<file path="src/rtl/assert_macros.svh">
// ---------------------------------------------------------------------------
// assert_macros.svh
// concurrent assertion macros used by the rtl top level; compiled out with
// NO_ASSERTIONS
// ---------------------------------------------------------------------------
`ifndef ASSERT_MACROS_SVH
`define ASSERT_MACROS_SVH

`ifndef NO_ASSERTIONS

// property checked on every rising clock edge outside reset
`define ASSERT_CLK_RST(label, clk, rst_n, prop, msg) \
    label: assert property (@(posedge clk) disable iff (!rst_n) prop) \
        else $error(msg);

// property checked on every rising clock edge, reset included
`define ASSERT_CLK(label, clk, prop, msg) \
    label: assert property (@(posedge clk) prop) else $error(msg);

`else

`define ASSERT_CLK_RST(label, clk, rst_n, prop, msg)
`define ASSERT_CLK(label, clk, prop, msg)

`endif

`endif

</file>
<file path="src/rtl/jfs_pkg.sv">
// ---------------------------------------------------------------------------
// jfs_pkg
// types and constants shared by the jpeg frame size scanner modules
// ---------------------------------------------------------------------------
package jfs_pkg;

    // width of the latched file length
    localparam int LENGTH_BITS = 32;

    // status codes
    localparam logic [2:0] ST_FOUND       = 3'd0;
    localparam logic [2:0] ST_BAD_MAGIC   = 3'd1;
    localparam logic [2:0] ST_TRUNCATED   = 3'd2;
    localparam logic [2:0] ST_BAD_SEG     = 3'd3;
    localparam logic [2:0] ST_BAD_FRAME   = 3'd4;
    localparam logic [2:0] ST_ZERO_DIM    = 3'd5;
    localparam logic [2:0] ST_NOT_FOUND   = 3'd6;

    // byte classes worked out in the front end
    typedef struct packed {
        logic is_ff;
        logic is_soi;
        logic is_stop;
        logic is_standalone;
        logic is_frame;
    } byte_class_t;

    // one classified byte waiting for the parser
    typedef struct packed {
        logic [7:0]             data_byte;
        logic [LENGTH_BITS-1:0] file_length;
        byte_class_t            cls;
    } item_t;

    // one status transaction
    typedef struct packed {
        logic [2:0]  status;
        logic [15:0] width;
        logic [15:0] height;
    } result_t;

endpackage

</file>
<file path="src/rtl/jfs_front.sv">
// ---------------------------------------------------------------------------
// jfs_front
// accepts file bytes, classifies them as markers and holds them in a
// two-entry queue for the parser
// ---------------------------------------------------------------------------
module jfs_front
(
    input  logic               clk,
    input  logic               rst_n,
    input  logic               push,
    output logic               full,
    input  logic [7:0]         data_byte,
    input  logic [31:0]        image_size,
    output logic               item_valid,
    output jfs_pkg::item_t     item,
    input  logic               item_take
);

    localparam logic [7:0] MK_FF   = 8'hff;
    localparam logic [7:0] MK_SOI  = 8'hd8;
    localparam logic [7:0] MK_EOI  = 8'hd9;
    localparam logic [7:0] MK_SOS  = 8'hda;
    localparam logic [7:0] MK_RST0 = 8'hd0;
    localparam logic [7:0] MK_RST7 = 8'hd7;
    localparam logic [7:0] MK_TEM  = 8'h01;
    localparam logic [7:0] MK_NUL  = 8'h00;
    localparam logic [7:0] MK_SOF0 = 8'hc0;
    localparam logic [7:0] MK_SOF15 = 8'hcf;

    jfs_pkg::item_t  q_reg [2];
    jfs_pkg::item_t  new_item;
    logic            wr_ptr_reg;
    logic            rd_ptr_reg;
    logic [1:0]      count_reg;
    logic [1:0]      count_next;
    logic            do_push;

    // byte classification
    always_comb
    begin
        new_item.data_byte   = data_byte;
        new_item.file_length = image_size[jfs_pkg::LENGTH_BITS-1:0];
        new_item.cls.is_ff   = (data_byte == MK_FF);
        new_item.cls.is_soi  = (data_byte == MK_SOI);
        new_item.cls.is_stop = (data_byte == MK_EOI) || (data_byte == MK_SOS);
        new_item.cls.is_standalone = (data_byte == MK_NUL) || (data_byte == MK_TEM)
            || (data_byte == MK_SOI)
            || ((data_byte >= MK_RST0) && (data_byte <= MK_RST7));
        // c4, c8 and cc are not frame markers
        new_item.cls.is_frame = (data_byte >= MK_SOF0) && (data_byte <= MK_SOF15)
            && !((data_byte[1:0] == 2'b00) && (data_byte[3:2] != 2'b00));
    end

    assign full       = (count_reg == 2'd2);
    assign do_push    = push && !full;
    assign item_valid = (count_reg != 2'd0);
    assign item       = q_reg[rd_ptr_reg];

    // queue storage
    always_ff @(posedge clk)
    begin
        if (do_push)
        begin
            q_reg[wr_ptr_reg] <= new_item;
        end
    end

    // queue occupancy
    always_comb
    begin
        count_next = count_reg;
        if (do_push && !item_take)
        begin
            count_next = count_reg + 2'd1;
        end
        else if (!do_push && item_take)
        begin
            count_next = count_reg - 2'd1;
        end
    end

    // queue pointers
    always_ff @(posedge clk or negedge rst_n)
    begin
        if (!rst_n)
        begin
            wr_ptr_reg <= 1'b0;
            rd_ptr_reg <= 1'b0;
            count_reg  <= 2'd0;
        end
        else
        begin
            if (do_push)
            begin
                wr_ptr_reg <= !wr_ptr_reg;
            end
            if (item_take)
            begin
                rd_ptr_reg <= !rd_ptr_reg;
            end
            count_reg <= count_next;
        end
    end

endmodule

</file>
<file path="src/rtl/jfs_parser.sv">
// ---------------------------------------------------------------------------
// jfs_parser
// marker parser: walks the segments of one file a byte per cycle unless
// the result queue is full; exactly one status transaction per file
// ---------------------------------------------------------------------------
module jfs_parser
(
    input  logic                clk,
    input  logic                rst_n,
    input  logic                item_valid,
    input  jfs_pkg::item_t      item,
    input  logic                res_full,
    output logic                item_take,
    output logic                res_push,
    output jfs_pkg::result_t    res
);

    typedef enum logic [12:0] {
        PH_IDLE   = 13'b0000000000001,
        PH_MAGIC2 = 13'b0000000000010,
        PH_SEEK   = 13'b0000000000100,
        PH_FILL   = 13'b0000000001000,
        PH_LEN_HI = 13'b0000000010000,
        PH_LEN_LO = 13'b0000000100000,
        PH_SKIP   = 13'b0000001000000,
        PH_PREC   = 13'b0000010000000,
        PH_H_HI   = 13'b0000100000000,
        PH_H_LO   = 13'b0001000000000,
        PH_W_HI   = 13'b0010000000000,
        PH_W_LO   = 13'b0100000000000,
        PH_DONE   = 13'b1000000000000
    } phase_t;

    localparam int LW = jfs_pkg::LENGTH_BITS;

    phase_t          phase_reg,    phase_next;
    logic [LW-1:0]   rem_reg,      rem_next;
    logic            frame_reg,    frame_next;
    logic [7:0]      seg_hi_reg,   seg_hi_next;
    logic [15:0]     skip_reg,     skip_next;
    logic [15:0]     height_reg,   height_next;
    logic [7:0]      width_hi_reg, width_hi_next;

    logic            last;
    logic            st_valid;
    logic [2:0]      st_code;
    logic [15:0]     w_out;
    logic [15:0]     h_out;
    logic [15:0]     seg_len;
    logic [15:0]     skip_dec;
    logic [15:0]     width_full;
    logic [LW:0]     left_plus2;
    logic [LW:0]     seg_len_ext;

    assign item_take = item_valid && !res_full;

    // bytes still to come after this one; last byte of the file
    always_comb
    begin
        if (phase_reg == PH_IDLE)
        begin
            last     = (item.file_length <= LW'(1));
            rem_next = item.file_length - LW'(2);
        end
        else
        begin
            last     = (rem_reg == '0);
            rem_next = rem_reg - LW'(1);
        end
    end

    assign seg_len     = {seg_hi_reg, item.data_byte};
    assign seg_len_ext = {{(LW+1-16){1'b0}}, seg_len};
    assign left_plus2  = {1'b0, rem_reg} + (LW+1)'(2);
    assign skip_dec    = skip_reg - 16'd1;
    assign width_full  = {width_hi_reg, item.data_byte};

    // segment walk
    always_comb
    begin
        phase_next    = phase_reg;
        frame_next    = frame_reg;
        seg_hi_next   = seg_hi_reg;
        skip_next     = skip_reg;
        height_next   = height_reg;
        width_hi_next = width_hi_reg;
        st_valid      = 1'b0;
        st_code       = jfs_pkg::ST_FOUND;
        w_out         = 16'd0;
        h_out         = 16'd0;

        case (phase_reg)
            PH_IDLE:
            begin
                if ((item.file_length < LW'(4)) || !item.cls.is_ff)
                begin
                    st_valid = 1'b1;
                    st_code  = jfs_pkg::ST_BAD_MAGIC;
                end
                else
                begin
                    phase_next = PH_MAGIC2;
                end
            end
            PH_MAGIC2:
            begin
                if (!item.cls.is_soi)
                begin
                    st_valid = 1'b1;
                    st_code  = jfs_pkg::ST_BAD_MAGIC;
                end
                else
                begin
                    phase_next = PH_SEEK;
                end
            end
            PH_SEEK:
            begin
                if (item.cls.is_ff)
                begin
                    phase_next = PH_FILL;
                end
            end
            PH_FILL:
            begin
                if (!item.cls.is_ff)
                begin
                    frame_next = item.cls.is_frame;
                    if (item.cls.is_stop)
                    begin
                        st_valid = 1'b1;
                        st_code  = jfs_pkg::ST_NOT_FOUND;
                    end
                    else if (item.cls.is_standalone)
                    begin
                        phase_next = PH_SEEK;
                    end
                    else if (rem_reg < LW'(2))
                    begin
                        st_valid = 1'b1;
                        st_code  = jfs_pkg::ST_TRUNCATED;
                    end
                    else
                    begin
                        phase_next = PH_LEN_HI;
                    end
                end
            end
            PH_LEN_HI:
            begin
                seg_hi_next = item.data_byte;
                phase_next  = PH_LEN_LO;
            end
            PH_LEN_LO:
            begin
                if ((seg_len < 16'd2) || (seg_len_ext > left_plus2))
                begin
                    st_valid = 1'b1;
                    st_code  = jfs_pkg::ST_BAD_SEG;
                end
                else if (frame_reg)
                begin
                    if (seg_len < 16'd7)
                    begin
                        st_valid = 1'b1;
                        st_code  = jfs_pkg::ST_BAD_FRAME;
                    end
                    else
                    begin
                        phase_next = PH_PREC;
                    end
                end
                else if (seg_len == 16'd2)
                begin
                    phase_next = PH_SEEK;
                end
                else
                begin
                    skip_next  = seg_len - 16'd2;
                    phase_next = PH_SKIP;
                end
            end
            PH_SKIP:
            begin
                skip_next = skip_dec;
                if (skip_dec == 16'd0)
                begin
                    phase_next = PH_SEEK;
                end
            end
            PH_PREC:
            begin
                phase_next = PH_H_HI;
            end
            PH_H_HI:
            begin
                height_next = {item.data_byte, 8'd0};
                phase_next  = PH_H_LO;
            end
            PH_H_LO:
            begin
                height_next = {height_reg[15:8], item.data_byte};
                phase_next  = PH_W_HI;
            end
            PH_W_HI:
            begin
                width_hi_next = item.data_byte;
                phase_next    = PH_W_LO;
            end
            PH_W_LO:
            begin
                st_valid = 1'b1;
                if ((width_full == 16'd0) || (height_reg == 16'd0))
                begin
                    st_code = jfs_pkg::ST_ZERO_DIM;
                end
                else
                begin
                    st_code = jfs_pkg::ST_FOUND;
                    w_out   = width_full;
                    h_out   = height_reg;
                end
            end
            PH_DONE:
            begin
                phase_next = PH_DONE;
            end
            default:
            begin
                phase_next = PH_IDLE;
            end
        endcase

        // file ran out without any status
        if (!st_valid && (phase_reg != PH_DONE) && last)
        begin
            st_valid = 1'b1;
            st_code  = jfs_pkg::ST_NOT_FOUND;
        end

        if (st_valid)
        begin
            phase_next = PH_DONE;
        end
        if (last)
        begin
            phase_next = PH_IDLE;
        end
    end

    assign res_push   = item_take && st_valid;
    assign res.status = st_code;
    assign res.width  = w_out;
    assign res.height = h_out;

    // parser state
    always_ff @(posedge clk or negedge rst_n)
    begin
        if (!rst_n)
        begin
            phase_reg    <= PH_IDLE;
            rem_reg      <= '0;
            frame_reg    <= 1'b0;
            seg_hi_reg   <= 8'd0;
            skip_reg     <= 16'd0;
            height_reg   <= 16'd0;
            width_hi_reg <= 8'd0;
        end
        else if (item_take)
        begin
            phase_reg    <= phase_next;
            rem_reg      <= rem_next;
            frame_reg    <= frame_next;
            seg_hi_reg   <= seg_hi_next;
            skip_reg     <= skip_next;
            height_reg   <= height_next;
            width_hi_reg <= width_hi_next;
        end
    end

endmodule

</file>
<file path="src/rtl/jfs_result_queue.sv">
// ---------------------------------------------------------------------------
// jfs_result_queue
// two-entry queue holding status transactions until they are popped
// ---------------------------------------------------------------------------
module jfs_result_queue
(
    input  logic               clk,
    input  logic               rst_n,
    input  logic               res_push,
    input  jfs_pkg::result_t   res,
    output logic               res_full,
    input  logic               pop,
    output logic               empty,
    output jfs_pkg::result_t   head
);

    jfs_pkg::result_t  q_reg [2];
    logic              wr_ptr_reg;
    logic              rd_ptr_reg;
    logic [1:0]        count_reg;
    logic [1:0]        count_next;
    logic              do_pop;

    assign res_full = (count_reg == 2'd2);
    assign empty    = (count_reg == 2'd0);
    assign do_pop   = pop && !empty;
    assign head     = q_reg[rd_ptr_reg];

    // storage
    always_ff @(posedge clk)
    begin
        if (res_push)
        begin
            q_reg[wr_ptr_reg] <= res;
        end
    end

    // occupancy
    always_comb
    begin
        count_next = count_reg;
        if (res_push && !do_pop)
        begin
            count_next = count_reg + 2'd1;
        end
        else if (!res_push && do_pop)
        begin
            count_next = count_reg - 2'd1;
        end
    end

    // pointers
    always_ff @(posedge clk or negedge rst_n)
    begin
        if (!rst_n)
        begin
            wr_ptr_reg <= 1'b0;
            rd_ptr_reg <= 1'b0;
            count_reg  <= 2'd0;
        end
        else
        begin
            if (res_push)
            begin
                wr_ptr_reg <= !wr_ptr_reg;
            end
            if (do_pop)
            begin
                rd_ptr_reg <= !rd_ptr_reg;
            end
            count_reg <= count_next;
        end
    end

endmodule

</file>
<file path="src/rtl/jpeg_frame_size_scanner.sv">
// ---------------------------------------------------------------------------
// jpeg_frame_size_scanner
// scans the bytes of a jpeg file for the first start-of-frame segment and
// reports one status transaction per file with the frame size
// ---------------------------------------------------------------------------
//
//  channel   handshake      payload
//  -------   ------------   ---------------------------------
//  input     push / full    data_byte[7:0], image_size[31:0]
//  result    pop / empty    status[2:0], width[15:0], height[15:0]
//
//  one byte per cycle sustained while the result queue has room; the parser
//  takes one queued byte per cycle and queues each status with its byte
//  the front queue and the result queue hold two entries each, so input
//  keeps flowing while a status transaction waits to be popped
//  reset is asynchronous and clears both queues and the parser state
//  with the result queue full the parser stalls and the front queue fills
//
`include "assert_macros.svh"

module jpeg_frame_size_scanner
(
    input  logic         clk,
    input  logic         rst_n,
    input  logic         push,
    output logic         full,
    input  logic [7:0]   data_byte,
    input  logic [31:0]  image_size,
    output logic         empty,
    input  logic         pop,
    output logic [2:0]   status,
    output logic [15:0]  width,
    output logic [15:0]  height
);

    logic               item_valid;
    jfs_pkg::item_t     item;
    logic               item_take;
    logic               res_push;
    logic               res_full;
    jfs_pkg::result_t   res;
    jfs_pkg::result_t   head;

    // byte intake and classification
    jfs_front u_front
    (
        .clk        (clk),
        .rst_n      (rst_n),
        .push       (push),
        .full       (full),
        .data_byte  (data_byte),
        .image_size (image_size),
        .item_valid (item_valid),
        .item       (item),
        .item_take  (item_take)
    );

    // segment parser
    jfs_parser u_parser
    (
        .clk        (clk),
        .rst_n      (rst_n),
        .item_valid (item_valid),
        .item       (item),
        .res_full   (res_full),
        .item_take  (item_take),
        .res_push   (res_push),
        .res        (res)
    );

    // status transaction queue
    jfs_result_queue u_result_queue
    (
        .clk      (clk),
        .rst_n    (rst_n),
        .res_push (res_push),
        .res      (res),
        .res_full (res_full),
        .pop      (pop),
        .empty    (empty),
        .head     (head)
    );

    assign status = head.status;
    assign width  = head.width;
    assign height = head.height;

    // checks on the parser to queue hand-off
    `ASSERT_CLK_RST(a_no_res_overflow, clk, rst_n, !(res_push && res_full), "result queue overflow")
    `ASSERT_CLK_RST(a_res_needs_byte, clk, rst_n, res_push |-> item_take, "status without a byte")
    `ASSERT_CLK_RST(a_res_visible, clk, rst_n, res_push |=> !empty, "status transaction lost")
    `ASSERT_CLK_RST(a_take_needs_item, clk, rst_n, item_take |-> item_valid, "parser took from empty queue")

endmodule

</file>
<file path="config.mk">
export PLATFORM = sky130hd
export DESIGN_NAME = jpeg_frame_size_scanner
export DESIGN_NICKNAME = d
export VERILOG_FILES = /design/src/rtl/jfs_pkg.sv /design/src/rtl/jfs_front.sv /design/src/rtl/jfs_parser.sv /design/src/rtl/jfs_result_queue.sv /design/src/rtl/jpeg_frame_size_scanner.sv
export VERILOG_INCLUDE_DIRS = /design/src /design/src/rtl
export SDC_FILE = /design/constraint.sdc
export NUM_CORES = 1
export LEC_CHECK = 0
export BUFFER_PORTS_ARGS = -buffer_cell sky130_fd_sc_hd__buf_4
export CORE_MARGIN = 4
export CORE_UTILIZATION = 55
export CTS_BUF_LIST = sky130_fd_sc_hd__clkbuf_16
export DETAILED_ROUTE_END_ITERATION = 16
export GPL_TIMING_DRIVEN = 0
export PLACE_DENSITY = 0.73
export SLEW_MARGIN = 20
export SYNTH_ARGS = -nofsm -noshare
export SYNTH_HDL_FRONTEND = slang
export SYNTH_SLANG_ARGS = --single-unit
</file>
<file path="constraint.sdc">
create_clock -name clk -period 8.9 [get_ports clk]
set_input_delay 0.89 -clock clk [delete_from_list [all_inputs] [get_ports clk]]
set_output_delay 0.89 -clock clk [all_outputs]
set_load 0.005 [all_outputs]
</file>
* Yosys cells after proc, flatten, opt, wreduce, memory -nomap -nowiden *
Memory sizes are Yosys's and may differ from the RTL's.
Cells that the tools add are included.

operators by class
  $add $sub $neg = 9
  reduce and logical (&&, ||, !) cells = 55
  multiplexer cells = 57
  bitwise gates (word level) = 2
  eq/ne operators = 35
  magnitude comparators = 10

operators by type and width
  operator                 count
  $mux W13                 13
  $pmux W13 S13            1
  $mux W16                 7
  $pmux W16 S2             2
  $logic_not A16 Y1        3
  $add A32 B2 Y33 const B  1
  $gt A16 B33 Y1           1
  $eq A8 B8 Y1 const B     4
  $le A32 B1 Y1 const B    1
  $logic_not A32 Y1        1
  $lt A32 B2 Y1 const B    1
  $lt A32 B3 Y1 const B    1
  $mux W32                 1
  $sub A32 B1 Y32 const B  1
  $sub A32 B2 Y32 const B  1
  $mux W3                  8
  $mux W1                  17
  $eq A16 B2 Y1 const B    1
  $ge A8 B8 Y1 const B     2
  $le A8 B8 Y1 const B     2
  $lt A16 B2 Y1 const B    1
  $lt A16 B3 Y1 const B    1
  $sub A16 B1 Y16 const B  1
  $sub A16 B2 Y16 const B  1
  other kinds (40)         95

storage, ports and cells
  flip-flop bits (word level) = 102
  memories = 2
  input port bits = 44
  memory bits (writable) = 160
  logic and storage cells = 184
  output and inout bits = 37

memories
  name                  words  width  read ports  clocked after memory_dff  wr ports  RTL line                text
  u_front.q_reg         2      45     1           0                         1         jfs_front.sv:30         jfs_pkg::item_t q_reg [2];
  u_result_queue.q_reg  2      35     1           0                         1         jfs_result_queue.sv:17  jfs_pkg::result_t q_reg [2];

* Longest topological paths before layout *
Gate-level depths: netlist (run 1).

  depth after elaboration = 15
  depth in mapped cells = 19

* Hierarchy *
Synthesis (run 1) repeated with hierarchy kept, for this count alone.

unflattened totals
  cell total of the unflattened synthesis = 1269
  area total of the unflattened synthesis = 14199.9 µm²

by module, submodules not included
  module            area each (µm²)  cells an instance  instances
  jfs_parser        7792.5           969                1
  jfs_front         3543.4           175                1
  jfs_result_queue  2864.0           125                1

* Worst setup path after synthesis (run 1) *
OpenSTA, ideal clock, no wires.

  path type = flip-flop to flip-flop
  start = register u_front.rd_ptr_reg
  end = memory u_result_queue.q_reg[1][0] (netlist name), enable pin
  buffers on the path = 4
  data arrival time = 6.436 ns
  cell stages (with the launch flop) = 16
  path slack = 1.986 ns
  library setup time = 0.478 ns
  path through = dfrtp_1 buf_2 buf_4 buf_1 buf_1 mux2i_1 inv_1 ha_1 a21oi_1 o21ai_1 a2111oi_0 o41a_1 or4_4 o22ai_2 a21oi_1 nor3b_1

RTL lines
  item                      RTL line                text
  start: declaration        jfs_front.sv:33         logic rd_ptr_reg;
  start signal: assignment  jfs_front.sv:99         rd_ptr_reg <= !rd_ptr_reg;
  end: declaration          jfs_result_queue.sv:17

==> impl_metrics.ini, run 1 <==
[routing]
first_pass_iters = 5
drc_errors = 0
route.final.wire_length_mm = 37.5
drtAntennaViolNets = 0
drt_iter0_markers = 1158
post_drt_wl_per_cell_um = 20.4
drt-vias-per-instance = 6.35
num_vias = 11677

[synthesis]
synth-edff-count = 160
seq_area_frac_synth = 0.513
synth-simple-area-share = 0.191
netlist_area_um2 = 14400
ys_ff_latch = 262
synth_cell_type_count = 84
muxShareOfSynthArea = 0.0672
synthArstFlopShare = 0.389
synth_top_cell_area_share = 0.335
synth_fp_nets = 1442
post_synth_fa_ha_maj_area_fraction = 0.0227
synth_top_family_by_area = simple AND/OR/NAND/NOR gates
yosysTopAreaCell = edfxtp_1
ys_warn_count = 0
synthTopCellsByArea = edfxtp_1 33%, dfrtp_1 18%, nor2_1 3.3%
ys.flop_type = edfxtp_1
synth_compound_area_frac = 0.132
synthTopCellsByCount = 160 x edfxtp_1, 125 x nor2_1, 101 x dfrtp_1, 91 x a21oi_1, 79 x nand2_1
netlist_instances = 1372
yosys.area_share.xor_xnor = 0.0446
synth.most_common_cell = edfxtp_1
syn_area_per_cell_um2 = 10.5

[power]
irDropWorstVdd_uv = 215
clkPwrFrac = 0.216
switching_share = 0.404
switchingPower_mw = 2.14
p_seq_frac = 0.333
intPower_mw = 3.16
p_comb_frac = 0.451
p_leak_nw = 6.27
pwr_density_cell_nw_per_um2 = 323

[floorplanning]
io_pins = 81
die_y_um = 170
design.core.area_um2 = 25400
initial_core_util = 0.565
die-area_um2 = 28700
die_w_um = 170
row_count = 58

[setup_path]
cp.arrival_ns = 7.26
cp-startpoint = u_front.rd_ptr_reg$_DFFE_PN0P_
path_class = flip-flop to flip-flop
startpoint_type = flip-flop
reg2reg_depth = 19
critPathMaxFanout = 10
cp-endpoint = u_result_queue.q_reg[1][17]$_DFFE_PP_
reg2reg_slack_ns = 1.87
required_ns = 9.14
timing.rr.start = u_front.rd_ptr_reg$_DFFE_PN0P_
r2r_end = u_result_queue.q_reg[1][17]$_DFFE_PP_
crit_path_end_kind = flip-flop

[cts]
htree_levels = 1
clkSinkCount = 262
clockRootBuffer = clkbuf_16
cts_buffer_depth = 3
postCtsSetupBuffers = 0
clk_latency_ns = 0.54
cts-resized-gates = 0
hold_buffers = 0
cts_buffers = 27
cts_tree = yes
clk_pin_slew_ns = 0.06

[sta]
setup_violations = 0
setup_slack_ns = 1.87
period_share = 0.789
rsz0062_at_grt = false
fin_tns_setup_ns = 0
finClkSkew_ns = 0.0277
period_needed_ns = 7.03
hold_violations = 0
clock.fmax_ghz = 0.142
worst_pin_slew_ns = 1.05
maxSlewHeadroom = 0.279
slew_viol_final = 0

[cells_and_area]
largest_reg_flops = 90
final_cells = 1839
fin_nets = 1561
area_delta_synth_final_pct = 14.4
n_fill_cell = 2040
antenna-diode-count = 0
drive_gt1_frac = 0.148
fin_area_um2 = 16400
ff_latch_area_um2 = 7360
multi_input_area_um2 = 6590

[placement]
dpl_cell_area_um2 = 15500
routabilityCongestion = 0.917
port_buffers = 80
place_inst = 1792
dp_slack_ns = 1.91
hpwl_mm = 27.1

[global_route]
antenna_found_initial = 0
grt_pass1_vias = 11242
grt_first_pass_wirelength_mm = 59.7
track_usage = 0.256
grt_max_degree = 103
gr-total-overflow = 0

[run_status]
status = finished clean

[hold_path]
hold_class = input pin to async pin

[job]
maxCapViolCount = 0
## per-layer routing
layer,global-route usage,vias up,wire (µm)
met5,0,-,0
met4,0.0791,0,1150
met3,0.0436,92,2940
li1,-,5414,-
met1,0.355,5634,15900
met2,0.416,537,17600
## layout by cell type, fill, tap and decap left out, drive strengths merged, types with 36 or more instances in the layout
cell / n
mux2: 49
inv: 38
edfxtp: 160
nor2: 125
mux2i: 39
clkbuf: 83
o21ai: 100
xnor2: 40
nand2: 79
a21oi: 91
nor4: 43
nand3: 36
dfrtp: 101
buf: 109
nor3: 68
## worst max-delay path, stage by stage (launching register included)
cell,delay (ns)
dfrtp_1,0.44
buf_2,0.33
buf_4,0.27
buf_1,0.47
buf_1,0.65
mux2i_1,0.77
inv_1,0.18
ha_1,0.36
a21oi_1,0.08
o21ai_1,0.19
a2111oi_0,0.11
o41a_1,0.45
or4_4,0.60
o22ai_2,0.30
a21oi_1,0.22
nor3b_2,0.44
buf_4,0.27
buf_4,0.21
buf_4,0.20
buf_6,0.16
## through the flow
stage          hold slack, ns  utilization  total power, mW
2_1_floorplan           0.461            -             3.33
3_3_place_gp            0.477        0.605             4.05
3_5_place_dp            0.498        0.611             4.13
4_1_cts                 0.507        0.646             5.28
5_1_grt                 0.513        0.646             5.59
6_report                0.453        0.646             5.30
## how the worst min path moves through the flow
stage	from	end	cells past startpoint
after floorplan	u_front.wr_ptr_reg$_DFFE_PN0P_	u_front.wr_ptr_reg$_DFFE_PN0P_	1
after global placement	u_front.wr_ptr_reg$_DFFE_PN0P_	u_front.wr_ptr_reg$_DFFE_PN0P_	1
after detailed placement	u_front.count_reg[1]$_DFFE_PN0P_	u_front.count_reg[1]$_DFFE_PN0P_	1
after CTS	u_front.count_reg[1]$_DFFE_PN0P_	u_front.count_reg[1]$_DFFE_PN0P_	1
after global routing	image_size[5]	u_front.q_reg[0][10]$_DFFE_PP_	1
final	rst_n	u_parser.skip_reg[3]$_DFFE_PN0P_	1
## final cells by class
cell class              instances  share of cell area
flip-flops and latches        262               0.448
multi-input cells            1002               0.402
repair buffers                 90              0.0441
clock buffers                  27              0.0412
well taps                     330              0.0252
plain buffers                  75              0.0192
clock inverters                20              0.0130
inverters                      33             0.00755
## cell families (layout without fill, tap and decap cells)
| kind of cell | Yosys count | in the layout |
|---|---|---|
| AOI/OAI and AO/OA | 302 | 302 |
| xor gates and xnor gates | 73 | 73 |
| adders and majority gates | 26 | 26 |
| buffers and inverters | 108 | 245 |
| DFF | 262 | 262 |
| muxes | 88 | 88 |
| and+or+nand+nor | 513 | 513 |
## power by group through the flow
stage | Sequential, mW | Clock [mW] | Combinational [mW]
after floorplan | 1.74 | 0 | 1.59
after global placement | 1.79 | 0 | 2.26
after CTS | 1.76 | 1.16 | 2.36
final | 1.76 | 1.15 | 2.39
after detailed placement | 1.78 | 0 | 2.35
after global routing | 1.79 | 1.21 | 2.59
(Power assumes the default switching activity.)
==> run 2: changes to the inputs <==
--- a/config.mk
+++ b/config.mk
@@ -12,7 +12,7 @@
 export CTS_BUF_LIST = sky130_fd_sc_hd__clkbuf_16
 export DETAILED_ROUTE_END_ITERATION = 16
 export GPL_TIMING_DRIVEN = 0
-export PLACE_DENSITY = 0.73
+export PLACE_DENSITY = 0.76
 export SLEW_MARGIN = 20
 export SYNTH_ARGS = -nofsm -noshare
 export SYNTH_HDL_FRONTEND = slang
==> constraint.sdc (replaced) <==
create_clock -name clk -period 5.9 [get_ports clk]
set_input_delay 0.59 -clock clk [delete_from_list [all_inputs] [get_ports clk]]
set_output_delay 0.59 -clock clk [all_outputs]
set_load 0.005 [all_outputs]
==> run 2 against run 1 <==
  * Worst hold slack worse by 0.26 ns
  * Clock power grew 47%
  * Critical path depth down 3
  * Clock skew is 0.012 ns lower
  * Fmax grew 24%
  * Sequential share of layout area about the same
  * Critical endpoint is now u_result_queue.q_reg[1][20]$_DFFE_PP_
  * Sequential power is 51% higher
  * Flip-flop and latch count is the same
==> impl_metrics.ini, run 2 (synthesis results as in run 1) <==
[global_route]
antenna_found_initial = 0
busiest_layer = met2
use_met2 = 0.419
grtUsageMet3 = 0.0429
grt_first_pass_wirelength_mm = 59.7
gr-total-overflow = 0
grt_use_met1 = 0.354
track_usage = 0.256
grt_max_degree = 103
grt_pass1_vias = 11409

[routing]
post_drt_wl_per_cell_um = 20.3
num_vias = 11712
route.final.wire_length_mm = 37.3
drt-vias-per-instance = 6.36
drc_errors = 0
drtAntennaViolNets = 0
first_pass_iters = 7
drt_iter0_markers = 1280

[cells_and_area]
multi_input_area_um2 = 6610
post-route-util = 0.647
n_fill_cell = 2022
area_delta_synth_final_pct = 14.5
final_common_cell = edfxtp_1
fin_area_um2 = 16400
fin_nets = 1561
largest_reg_flops = 90
antenna-diode-count = 0
drive_gt1_frac = 0.150
ff_latch_area_um2 = 7360
layout_common_cells = 160 x edfxtp_1, 124 x nor2_1, 101 x dfrtp_1, 91 x a21oi_1, 86 x buf_4

[job]
maxCapViolCount = 0

[placement]
routabilityCongestion = 0.924
dp_slack_ns = -0.809
port_buffers = 80
dpl_cell_area_um2 = 15500
hpwl_mm = 26.8

[sta]
hold_violations = 0
period_needed_ns = 5.65
clock.fmax_ghz = 0.177
period_share = 0.958
fin_tns_setup_ns = 0
rsz0062_at_grt = false
setup_violations = 0
finClkSkew_ns = 0.0152
slew_viol_final = 0
worst_pin_slew_ns = 1.06
setup_slack_ns = 0.246
maxSlewHeadroom = 0.289

[setup_path]
required_ns = 6.14
reg2reg_depth = 16
path_class = flip-flop to flip-flop
crit_path_end_kind = flip-flop
cp.arrival_ns = 5.90
critPathMaxFanout = 19
startpoint_type = flip-flop
reg2reg_slack_ns = 0.25
timing.rr.start = u_front.rd_ptr_reg$_DFFE_PN0P_
r2r_end = u_result_queue.q_reg[1][20]$_DFFE_PP_

[cts]
cts_buffer_depth = 3
htree_levels = 1
hold_buffers = 0
clkSinkCount = 262
clockRootBuffer = clkbuf_16
cts_tree = yes
cts_buffers = 27
clk_latency_ns = 0.55
clk_pin_slew_ns = 0.07

[floorplanning]
die_y_um = 170
die-area_um2 = 28700
design.core.area_um2 = 25400
die_w_um = 170
row_count = 58
io_pins = 81
initial_core_util = 0.565

[power]
totalPowerFinal_mw = 7.96
p_leak_nw = 6.30
pwr_density_cell_nw_per_um2 = 485
irDropWorstVdd_uv = 319

[hold_path]
hold_class = input pin to async pin

[run_status]
status = finished clean
## run 2: how the worst max path moves through the flow
stage / startpoint / end / slack (ns) / depth (start not counted)
after floorplan: u_front.rd_ptr_reg$_DFFE_PN0P_ / u_result_queue.q_reg[1][0]$_DFFE_PP_ / 0.20 / 15
after CTS: u_front.rd_ptr_reg$_DFFE_PN0P_ / u_result_queue.q_reg[1][21]$_DFFE_PP_ / 0.09 / 16
after global placement: u_front.rd_ptr_reg$_DFFE_PN0P_ / u_result_queue.q_reg[1][22]$_DFFE_PP_ / -2.04 / 15
after detailed placement: u_front.rd_ptr_reg$_DFFE_PN0P_ / u_result_queue.q_reg[1][22]$_DFFE_PP_ / -0.81 / 17
final: u_front.rd_ptr_reg$_DFFE_PN0P_ / u_result_queue.q_reg[1][20]$_DFFE_PP_ / 0.25 / 16
after global routing: u_front.rd_ptr_reg$_DFFE_PN0P_ / u_result_queue.q_reg[1][21]$_DFFE_PP_ / 0.03 / 16
## run 2: per-stage QoR
step	hold slack, ns	cells
4_1_cts	0.217	1837
6_report	0.188	1842
3_5_place_dp	0.495	1788
3_3_place_gp	0.478	1782
5_1_grt	0.218	1842
2_1_floorplan	0.294	1372
## run 2: repair_timing
action	4_1_cts	5_1_grt
endpoints found under the hold margin	0	0
pin swaps	0	2
cloned	0	0
setup endpoints to repair	75	42
setup buffers	0	5
resized for setup	3	0
## run 2: critical path: stages, from the launching register on
cell and delay [ns]:
dfrtp_1 0.44, buf_2 0.32, buf_4 0.34, buf_2 0.36, mux2i_2 0.55, inv_1 0.16
ha_1 0.33, a21oi_1 0.07, o21ai_1 0.22, a2111oi_0 0.11, o41a_1 0.47, or4_4 0.61
o22ai_2 0.29, a21oi_1 0.26, nor3b_4 0.36, buf_6 0.24, buf_8 0.19
## run 2: area by class of cell
class	count	area share
flip-flops and latches	262	0.448
inverters	33	0.00754
plain buffers	74	0.0190
clock inverters	23	0.0118
clock buffers	27	0.0411
multi-input cells	1002	0.403
repair buffers	91	0.0449
well taps	330	0.0251
## run 2: report_power, final
part	switching (mW)	internal, mW	total [mW]
clock network	0.720	0.965	1.69
logic	2.26	1.36	3.62
registers	0.260	2.40	2.66
## run 2: routing by layer
metal  routed length, µm  vias to the layer above
li1                    -                     5409
met1               15700                     5640
met2               17400                      569
met3                3170                       94
met4                1030                        0
met5                   0                        -
